## src/hw/rtl/gtem_pkg.sv

```systemverilog
// Shared types, sizes and register indexes for the gradient threshold edge map.
// No dependencies.
package gtem_pkg;

    localparam int MAX_WIDTH  = 2048;
    localparam int MAX_HEIGHT = 2048;
    localparam int COL_W      = $clog2(MAX_WIDTH);
    localparam int ROW_W      = $clog2(MAX_HEIGHT);
    localparam int SIZE_W     = 12;
    localparam int PIX_W      = 8;
    localparam int CFG_W      = 12;
    localparam int CFG_IDX_W  = 2;
    localparam int QDEPTH     = 4;
    localparam int QPTR_W     = $clog2(QDEPTH);

    localparam logic [SIZE_W-1:0] MAX_W_SIZE = SIZE_W'(MAX_WIDTH);
    localparam logic [SIZE_W-1:0] MAX_H_SIZE = SIZE_W'(MAX_HEIGHT);
    localparam logic [SIZE_W-1:0] MIN_SIZE   = SIZE_W'(1);

    localparam logic [PIX_W-1:0] EDGE_ON  = 8'd255;
    localparam logic [PIX_W-1:0] EDGE_OFF = 8'd0;

    localparam logic [CFG_IDX_W-1:0] REG_THRESHOLD = 2'd0;
    localparam logic [CFG_IDX_W-1:0] REG_WIDTH     = 2'd1;
    localparam logic [CFG_IDX_W-1:0] REG_HEIGHT    = 2'd2;

    localparam logic [SIZE_W-1:0] RST_WIDTH  = 12'd640;
    localparam logic [SIZE_W-1:0] RST_HEIGHT = 12'd480;

    typedef struct packed {
        logic             edge_hit;
        logic             has_edge;
        logic             has_zero;
        logic             last_col;
        logic [ROW_W-1:0] row;
        logic [COL_W-1:0] col;
    } item_t;

    function automatic logic [PIX_W-1:0] abs_diff(input logic [PIX_W-1:0] a,
                                                  input logic [PIX_W-1:0] b);
        abs_diff = (a >= b) ? (a - b) : (b - a);
    endfunction

endpackage

```

## src/hw/rtl/gtem_fifo.sv

```systemverilog
// Short queue of classified items between front and back end.
// Depends on gtem_pkg.
module gtem_fifo
    import gtem_pkg::*;
(
    input  logic  clk,
    input  logic  rst_n,
    input  logic  push,
    input  item_t push_item,
    input  logic  pop,
    output item_t head,
    output logic  full,
    output logic  empty
);

    item_t            slot_reg [QDEPTH];
    logic [QPTR_W-1:0] wr_ptr_reg, wr_ptr_next;
    logic [QPTR_W-1:0] rd_ptr_reg, rd_ptr_next;
    logic [QPTR_W:0]   count_reg, count_next;

    assign full  = (count_reg == (QPTR_W+1)'(QDEPTH));
    assign empty = (count_reg == '0);
    assign head  = slot_reg[rd_ptr_reg];

    always_comb
    begin
        wr_ptr_next = push ? wr_ptr_reg + QPTR_W'(1) : wr_ptr_reg;
        rd_ptr_next = pop ? rd_ptr_reg + QPTR_W'(1) : rd_ptr_reg;
        count_next  = count_reg + (QPTR_W+1)'(push) - (QPTR_W+1)'(pop);
    end

    always_ff @(posedge clk or negedge rst_n)
    begin
        if (!rst_n)
        begin
            wr_ptr_reg <= '0;
            rd_ptr_reg <= '0;
            count_reg  <= '0;
        end
        else
        begin
            wr_ptr_reg <= wr_ptr_next;
            rd_ptr_reg <= rd_ptr_next;
            count_reg  <= count_next;
        end
    end

    always_ff @(posedge clk)
    begin
        if (push)
        begin
            slot_reg[wr_ptr_reg] <= push_item;
        end
    end

endmodule

```

## config.mk

```make
export PLATFORM = sky130hd
export DESIGN_NAME = gtem_fifo
export DESIGN_NICKNAME = d
export VERILOG_FILES = /design/src/hw/rtl/gtem_pkg.sv /design/src/hw/rtl/gtem_fifo.sv
export SDC_FILE = /design/constraint.sdc
export NUM_CORES = 1
export LEC_CHECK = 0
export BUFFER_PORTS_ARGS = -buffer_cell sky130_fd_sc_hd__clkbuf_2
export CAP_MARGIN = 40
export CORE_MARGIN = 5
export CORE_UTILIZATION = 45
export DETAILED_ROUTE_END_ITERATION = 16
export SKIP_LAST_GASP = 1
export SYNTH_ARGS = -nofsm -noshare
export SYNTH_HDL_FRONTEND = slang
export SYNTH_SLANG_ARGS = --single-unit
```

## constraint.sdc

```tcl
create_clock -name clk -period 3.1 [get_ports clk]
set_clock_uncertainty 0.1 [all_clocks]
set_input_delay 0.62 -clock clk [delete_from_list [all_inputs] [get_ports clk]]
set_output_delay 0.62 -clock clk [all_outputs]
set_load 0.02 [all_outputs]
```

==> impl_results.md <==
- Required time worst endpoint: 2.38 ns
- Vias after detailed routing: 1,833
- Number of flops mapped to enable cells by yosys: 104
- Switching share of power: 0.321
- Nets@finish: 280
- RSZ-0062 raised after global routing: false
- Clock input transition at the sequential cells of the worst setup and hold paths: 0.11 ns
- First-pass GRT wire length: 10.8 mm
- Library cell used as clock root buffer: sky130_fd_sc_hd__clkbuf_8
- RR Startpoint: wr_ptr_reg[0]
- Startpoint of the most critical setup path: rd_ptr_reg[0]
- Global Route met2 Usage: 0.222
- Total gr overflow: 0
- Total placed instance area: 0.00464 mm2
- Setup TNS after final layout: 0 ns
- Number of buffers added by the clock tree synthesis step: 9
- Detailed-route wire length per cell: 18.2 um
- Sequential cell fraction of total power: 0.484
- Number of warning messages in the yosys log: 0
- Die area: 0.0113 mm2
- Gate count of the mapped netlist: 170
- Post-CTS setup buffer count: 0
- Post-CTS resize count: 0
- Die Wd: 106 um
- Clock tree from TritonCTS: built
- Worst setup path endpoint: head[6]
- Main area contributors after synthesis: sky130_fd_sc_hd__edfxtp_1 75%, sky130_fd_sc_hd__mux4_2 9.7%, sky130_fd_sc_hd__mux4_1 5.0%
- Number of global-route vias before repair: 1,994
- Worst vdd ir: 0.375 mV
- Buffer levels on the longest clock path: 2
- Share of the cycle needed by the critical path after routing: 0.881
- Kind of start point of the critical path: flip-flop
- Final routed DRC violation total: 0
- Top cell type's share of synthesized area: 0.745
- WL final: 6.55 mm
- Destination of the worst register-to-register timing path: slot_reg[0][23]
- Global route hottest layer: met2
- Post-DR vias/cell: 5.11
- Part of the power in the clock network: 0.192
- Count leader, synth: sky130_fd_sc_hd__edfxtp_1
- Post-layout instance area: 0.00485 mm2
- Number of flip-flops and latches in the synthesized netlist: 111
- Count of different cell masters after synthesis: 17
- Crit. End Element: primary output
- Largest net degree at the start of global routing: 23
- Fraction of the yosys area taken by sequential cells: 0.787
- Hold_buf cts: 1
- Total clock sinks: 111
- Max-capacitance violation count: 0
- Largest area contributor in the netlist: sky130_fd_sc_hd__edfxtp_1
- Avg Cell Area, Syn: 24.6 um2
- Internal Power: 0.00299 W
- Initial antenna violation count: 0
- Synth Cell Area: 0.00419 mm2
- R2R cell count: 4
- Category of the critical setup timing path: flip-flop to primary output
- Routability cong.: 0.686
- Final-layout fill cell count: 712
- Comb power frac: 0.324
- H-tree depth reported by CTS: 3
- Slew Limit Fails: 0
- Slew of the pin with the lowest slew margin: 0.649 ns
- Number of design-rule violations left by the first detailed-router iteration: 60
- Drt pass-1 iters: 4
- Detailed Place HPWL: 4.47 mm
- Max Freq: 366 MHz
- Power density relative to cell area: 907 mW/mm2
- Slew headroom: 0.567
- Fraction of layout instances using a drive strength above 1: 0.407
- Flop2flop setup slack: 1.18 ns
- Run status: completed
- Total Routing Usage GR: 0.125
- Antenna Cells: 0
- Leak pwr: 1.75 nW
- Mapped Nets: 207
- Count of final setup violators: 0
- Die Y-Extent: 106 um
- Clock latency on the worst-skew pair: 0.34 ns
- Final-report hold violation count: 0
- Ys flop type: sky130_fd_sc_hd__edfxtp_1
- Antenna Nets Post-Route: 0
- Met1 usage: 0.152
- Switching power total: 0.00141 W
- Port Buffer Count: 57
- # IOs: 58
- Fraction of registers with async set or reset after synthesis: 0.0631
- Global Route met3 Usage: 0.0322
- Critical path peak fanout: 16
- Type of the most critical hold path: input port to flip-flop
- Placeable core area: 0.00915 mm2
- Area growth from synthesis to final layout: 15.6%
- Standard-cell row count: 35
- Flip-flop count of the largest register, all copies and words added: 104
- Min cycle time layout: 2.73 ns
- Effective utilization at floorplan: 0.458
- Crit path arrival time: 2.01 ns
- Ranking of synthesized cells by instance count: 104 x sky130_fd_sc_hd__edfxtp_1, 18 x sky130_fd_sc_hd__mux4_2, 8 x sky130_fd_sc_hd__mux4_1
-- layout by cell type (no fill, tap or decap), drive strengths merged --
cell	count
bufinv	1
inv	7
o21ai	1
clkinvlp	2
buf	10
fa	1
dfrtp	7
mux4	26
xnor2	2
ha	6
clkinv	2
and2	4
xor2	3
dlygate4sd3	1
nand2	2
and3	1
clkbuf	67
edfxtp	104
nor3	1
-- power groups by stage --
stage	Clock [W]	Sequential, W	Combinational (W)
final	0.000843	0.00213	0.00143
after global routing	0.000941	0.00217	0.00154
after CTS	0.000872	0.00214	0.00147
after detailed placement	0	0.00217	0.00147
after global placement	0	0.00216	0.00146
after floorplan	0	0.00206	0.00113
-- worst max-delay path, cell delays in order (launching register included) --
cell and delay [ns]:
sky130_fd_sc_hd__dfrtp_2 0.70, sky130_fd_sc_hd__buf_12 0.23, sky130_fd_sc_hd__mux4_1 0.55, sky130_fd_sc_hd__clkbuf_2 0.17
-- per-stage QoR --
| step | hold slack [ns] | util | instances | worst slack [ns] | power, W |
|---|---|---|---|---|---|
| after floorplan | 0.224 | - | 170 | 1.19 | 0.00319 |
| after global placement | 0.377 | 0.507 | 342 | 0.707 | 0.00363 |
| after detailed placement | 0.379 | 0.507 | 342 | 0.714 | 0.00364 |
| after CTS | 0.360 | 0.529 | 359 | 0.308 | 0.00448 |
| after global routing | 0.354 | 0.529 | 359 | 0.245 | 0.00465 |
| final | 0.379 | 0.529 | 359 | 0.369 | 0.00440 |
-- per-layer routing --
metal,share of wire,routed length (um)
met5,0,0
met3,0.036,238
met2,0.54,3510
met1,0.42,2720
met4,0.011,73
-- worst min-delay path by stage --
stage / cells after the start / slack, ns / end / from
CTS: 1 / 0.36 / slot_reg[2][6] / push_item[6]
finish: 1 / 0.38 / slot_reg[2][13] / push_item[13]
floorplan: 0 / 0.22 / count_reg[0] / rst_n
detailed placement: 1 / 0.38 / count_reg[0] / rst_n
global placement: 1 / 0.38 / count_reg[0] / rst_n
global route: 1 / 0.35 / slot_reg[2][6] / push_item[6]
-- logic make-up after synthesis --
kind of cell             synth area share
multiplexers                        0.147
flip-flops                          0.787
buffers and inverters              0.0212
XOR/XNOR                           0.0105
AND/OR/NAND/NOR                    0.0105
adder cells (fa/ha/maj)            0.0227
AO/OA/AOI/OAI                     0.00119
-- cell type report --
class | count | area, um2 | share of cell area
Clock inverter | 6 | 71.3 | 0.0147
Multi-Input combinational cell | 47 | 803 | 0.166
Inverter | 6 | 22.5 | 0.00465
Tap cell | 111 | 139 | 0.0287
Timing Repair Buffer | 68 | 383 | 0.0790
Sequential cell | 111 | 3300 | 0.681
Clock buffer | 10 | 128 | 0.0263
Power figures use the tool's default switching activity.
