### src/hw/rtl/gtem_pkg.sv
// Shared types, sizes and register indexes for the gradient threshold edge map.
// No dependencies.
package gtem_pkg;

    localparam int MAX_WIDTH  = 2048;
    localparam int MAX_HEIGHT = 2048;
    localparam int COL_W      = $clog2(MAX_WIDTH);
    localparam int ROW_W      = $clog2(MAX_HEIGHT);
    localparam int SIZE_W     = 12;
    localparam int PIX_W      = 8;
    localparam int CFG_W      = 12;
    localparam int CFG_IDX_W  = 2;
    localparam int QDEPTH     = 4;
    localparam int QPTR_W     = $clog2(QDEPTH);

    localparam logic [SIZE_W-1:0] MAX_W_SIZE = SIZE_W'(MAX_WIDTH);
    localparam logic [SIZE_W-1:0] MAX_H_SIZE = SIZE_W'(MAX_HEIGHT);
    localparam logic [SIZE_W-1:0] MIN_SIZE   = SIZE_W'(1);

    localparam logic [PIX_W-1:0] EDGE_ON  = 8'd255;
    localparam logic [PIX_W-1:0] EDGE_OFF = 8'd0;

    localparam logic [CFG_IDX_W-1:0] REG_THRESHOLD = 2'd0;
    localparam logic [CFG_IDX_W-1:0] REG_WIDTH     = 2'd1;
    localparam logic [CFG_IDX_W-1:0] REG_HEIGHT    = 2'd2;

    localparam logic [SIZE_W-1:0] RST_WIDTH  = 12'd640;
    localparam logic [SIZE_W-1:0] RST_HEIGHT = 12'd480;

    typedef struct packed {
        logic             edge_hit;
        logic             has_edge;
        logic             has_zero;
        logic             last_col;
        logic [ROW_W-1:0] row;
        logic [COL_W-1:0] col;
    } item_t;

    function automatic logic [PIX_W-1:0] abs_diff(input logic [PIX_W-1:0] a,
                                                  input logic [PIX_W-1:0] b);
        abs_diff = (a >= b) ? (a - b) : (b - a);
    endfunction

endpackage

### src/hw/rtl/gtem_back.sv
// Back end: expands each queued item into its result words and drives the
// output register. Depends on gtem_pkg.
module gtem_back
    import gtem_pkg::*;
(
    input  logic             clk,
    input  logic             rst_n,
    input  item_t            head,
    input  logic             q_empty,
    output logic             q_pop,
    output logic             out_valid,
    input  logic             out_ready,
    output logic [PIX_W-1:0] edge_value,
    output logic [ROW_W-1:0] out_row,
    output logic [COL_W-1:0] out_col,
    output logic             frame_end
);

    logic             out_valid_reg, out_valid_next;
    logic             first_done_reg, first_done_next;
    logic [PIX_W-1:0] value_reg;
    logic [ROW_W-1:0] row_reg;
    logic [COL_W-1:0] col_reg;
    logic             end_reg;

    logic load;
    logic emit;
    logic sel_first;

    assign load = !out_valid_reg || out_ready;

    always_comb
    begin
        q_pop     = 1'b0;
        emit      = 1'b0;
        sel_first = 1'b0;
        if (!q_empty)
        begin
            if (!head.has_edge && !head.has_zero)
            begin
                q_pop = 1'b1;
            end
            else if (load)
            begin
                emit = 1'b1;
                if (head.has_edge && !first_done_reg)
                begin
                    sel_first = 1'b1;
                    q_pop     = !head.has_zero;
                end
                else
                begin
                    q_pop = 1'b1;
                end
            end
        end
    end

    always_comb
    begin
        first_done_next = first_done_reg;
        if (q_pop)
        begin
            first_done_next = 1'b0;
        end
        else if (emit && sel_first)
        begin
            first_done_next = 1'b1;
        end
        out_valid_next = emit ? 1'b1 : (out_ready ? 1'b0 : out_valid_reg);
    end

    always_ff @(posedge clk or negedge rst_n)
    begin
        if (!rst_n)
        begin
            out_valid_reg  <= 1'b0;
            first_done_reg <= 1'b0;
        end
        else
        begin
            out_valid_reg  <= out_valid_next;
            first_done_reg <= first_done_next;
        end
    end

    always_ff @(posedge clk)
    begin
        if (emit)
        begin
            col_reg <= head.col;
            if (sel_first)
            begin
                value_reg <= head.edge_hit ? EDGE_ON : EDGE_OFF;
                row_reg   <= head.row - ROW_W'(1);
                end_reg   <= 1'b0;
            end
            else
            begin
                value_reg <= EDGE_OFF;
                row_reg   <= head.row;
                end_reg   <= head.last_col;
            end
        end
    end

    assign out_valid  = out_valid_reg;
    assign edge_value = value_reg;
    assign out_row    = row_reg;
    assign out_col    = col_reg;
    assign frame_end  = end_reg;

endmodule

### config.mk
export PLATFORM = sky130hd
export DESIGN_NAME = gtem_back
export DESIGN_NICKNAME = d
export VERILOG_FILES = /design/src/hw/rtl/gtem_pkg.sv /design/src/hw/rtl/gtem_back.sv
export SDC_FILE = /design/constraint.sdc
export NUM_CORES = 1
export LEC_CHECK = 0
export BUFFER_PORTS_ARGS = -buffer_cell sky130_fd_sc_hd__buf_2
export CORE_MARGIN = 2
export CORE_UTILIZATION = 43
export DETAILED_ROUTE_END_ITERATION = 16
export GPL_TIMING_DRIVEN = 0
export PLACE_DENSITY = 0.76
export SETUP_SLACK_MARGIN = 0.02
export SLEW_MARGIN = 20
export SYNTH_ARGS = -nofsm -noshare
export SYNTH_HDL_FRONTEND = slang
export SYNTH_SLANG_ARGS = --single-unit
### constraint.sdc
create_clock -name clk -period 2.4 [get_ports clk]
set_clock_uncertainty 0.05 [all_clocks]
set_input_delay 0.72 -clock clk [delete_from_list [all_inputs] [get_ports clk]]
set_output_delay 0.72 -clock clk [all_outputs]
set_load 0.03 [all_outputs]
==> impl_metrics.py <==
metrics = {
    "grt": {
        "antenna_found_initial": 0,
        "grt_pass1_wl_mm": 3.50,
        "grt_pass1_vias": 807,
        "groute.usage.overall_pct": 14.2,
        "grt_overflow": 0,
        "grt_max_degree": 17,
    },
    "sta": {
        "setup_viol": 0,
        "fmax_mhz": 447,
        "maxSlewHeadroom_pct": 64.5,
        "fin_crit_ns": 2.24,
        "slew_viol_final": 0,
        "rsz0062_at_grt": "no",
        "finalCritPeriodShare_pct": 93.2,
        "finalHoldViolCount": 0,
        "worst_pin_slew_ns": 0.532,
    },
    "synth": {
        "mappedNetlistArea_um2": 1130,
        "yosys-top-cells-area": "edfxtp_1 64%, buf_4 4.6%, dfrtp_1 4.4%",
        "yosys.area_share.simple_pct": 14.2,
        "synth_nets": 109,
        "synth_top_area_cell": "edfxtp_1",
        "ys_seq_area_share_pct": 67.9,
        "ys.flop_type": "edfxtp_1",
        "ys_warn_count": 0,
        "synthMuxAreaShare_pct": 0,
        "synthCells": 78,
        "synth_compound_area_share_pct": 3.75,
        "synth_edf_count": 24,
        "synth_fa_ha_area_share_pct": 1.10,
        "synth_top_area_share_pct": 63.5,
        "async_flop_share_pct": 7.69,
        "synth.distinct_cells": 26,
        "syn_area_per_cell_um2": 14.5,
        "synth_xor_area_share_pct": 7.72,
        "ys_ff_latch": 26,
        "synth_top_family_by_area": "simple AND/OR/NAND/NOR gates",
    },
    "final_layout": {
        "area_growth_pct": 35.6,
        "fin_area_um2": 1540,
        "layout-drive-gt1-share_pct": 55.2,
        "register_area_um2": 771,
        "final_cell_mix": "62 x buf_2, 24 x edfxtp_1, 7 x buf_4",
        "fin_cells": 175,
        "fillCellCount": 222,
        "multiInputGateArea_um2": 309,
        "layout_commonest_cell": "buf_2",
        "final_util_pct": 61.6,
        "finish.net_count": 177,
        "diodes": 0,
    },
    "die": {
        "placementRows": 18,
        "ios": 63,
        "initial_core_util_pct": 45.4,
        "core_um2": 2500,
        "die_height_um": 55.4,
        "dieArea_um2": 3070,
        "die_w_um": 55.4,
    },
    "run_status": {
        "run_status": "finished, final reports clean",
    },
    "clocking": {
        "clock_sinks": 26,
        "cts_resized": 0,
        "cts_tree": "done",
        "cts.path.max_buffers": 2,
        "worstSkewPairLatency_ns": 0.31,
        "ctsHtreeMaxLevel": 1,
        "holdBufCountCts": 0,
        "cts_buffers": 3,
        "clk_pin_slew_ns": 0.14,
        "cts_setup_buffers": 0,
        "cts_root_buf": "clkbuf_4",
    },
    "detailed_routing": {
        "drc": 0,
        "ant_nets": 0,
        "viasPerCell": 4.73,
        "vias": 827,
        "dr.pass1.iters": 3,
        "drtIter0Drc": 10,
        "wl_per_cell_um": 12.5,
        "wirelength_mm": 2.18,
    },
    "pwr": {
        "p_leak_nw": 0.688,
        "total_power_w": 0.000948,
        "power_switching_w": 0.000258,
        "p_clk_share_pct": 22.6,
        "combPwrFrac_pct": 20.6,
        "power.density_nw_per_um2": 616,
        "swShare_pct": 27.2,
        "vdd_drop_max_mv": 0.306,
        "p_int_w": 0.000691,
        "pwr-share-seq_pct": 56.8,
    },
    "setup_path": {
        "worst_path_max_delay_cell": "dfrtp_1",
        "worst-path-stages": 4,
        "crit_fanout": 4,
        "crit_buf_inv": 1,
        "cp.arrival_ns": 1.47,
        "path_cells": "nor2b_2 > a21o_2 > a21oi_1 > buf_2",
        "cp.required_ns": 1.63,
        "cpLargestDelayFamily": "flip-flops",
        "cp-end-kind": "output port",
        "start_kind": "flop",
        "r2r_cells": 3,
        "critical_path_class": "reg -> out",
        "crit_path_max_incr_delay_ns": 0.42,
    },
    "placed_design": {
        "io_buffer_count": 62,
        "post_dp_cell_area_um2": 1500,
        "gp_congestion": 0.712,
        "dp_cells": 171,
    },
    "job": {
        "cap_violations": 0,
    },
    "worst_hold_path": {
        "min_path_type": "in -> async",
    },
}
[cells in the mapped netlist, types with 2 or more instances]
| cell | n |
|---|---|
| nand2b_1 | 2 |
| nor2_1 | 6 |
| edfxtp_1 | 24 |
| inv_1 | 2 |
| nor4_1 | 2 |
| xnor2_1 | 5 |
| xor2_1 | 5 |
| nor2b_1 | 2 |
| buf_4 | 7 |
| nand2_1 | 4 |
| a21oi_1 | 2 |
| nand4_1 | 2 |
| dfrtp_1 | 2 |
[power groups by stage]
stage | logic [W] | clock network [W] | registers [W]
finish | 0.000196 | 0.000214 | 0.000538
CTS | 0.000197 | 0.000226 | 0.000539
detailed placement | 0.000197 | 0 | 0.000549
floorplan | 0.0000690 | 0 | 0.000600
global route | 0.000209 | 0.000244 | 0.000541
global placement | 0.000186 | 0 | 0.000549
[per-stage QoR]
step / setup TNS, ns / setup WS (ns) / hold slack (ns)
2_1_floorplan: 0 / 0.0380 / 0.374
3_3_place_gp: -11.45 / -0.478 / 0.455
3_5_place_dp: 0 / 0.0840 / 0.458
4_1_cts: 0 / 0.0776 / 0.0984
5_1_grt: 0 / 0.0397 / 0.0827
6_report: 0 / 0.164 / 0.112
[area by class of cell]
class	instances	area share [%]
flip-flops and latches	26	50.1
repair buffers	63	21.1
multi-input cells	43	20.1
plain buffers	7	3.41
well taps	30	2.44
clock buffers	4	2.36
inverters	2	0.488
[cells by family (layout without fill, tap and decap cells)]
logic type               count (synthesis)  count (layout)
flip-flops                              26              26
AND/OR/NAND/NOR                         26              26
XOR/XNOR                                10              10
buffers and inverters                    9              76
AO/OA/AOI/OAI                            6               6
adder cells (fa/ha/maj)                  1               1
[final timing paths]
check	start	endpoint	slack [ns]
setup reg to reg	out_valid	out_col[10]	0.77
setup / recovery	out_valid	q_pop	0.16
min in group clk	head[6]	out_col[6]	0.53
max in group asynchronous	rst_n	out_valid	2.10
hold reg to reg	first_done_reg	first_done_reg	0.53
hold / removal	rst_n	first_done_reg	0.11
[layer usage]
layer	wire (um)	vias to the layer above	global-route usage [%]
met3	189	0	4.22
met2	1080	43	25.3
met5	0	-	0
li1	-	407	-
met1	913	377	16.7
met4	0	0	3.14
(Power assumes the default switching activity.)
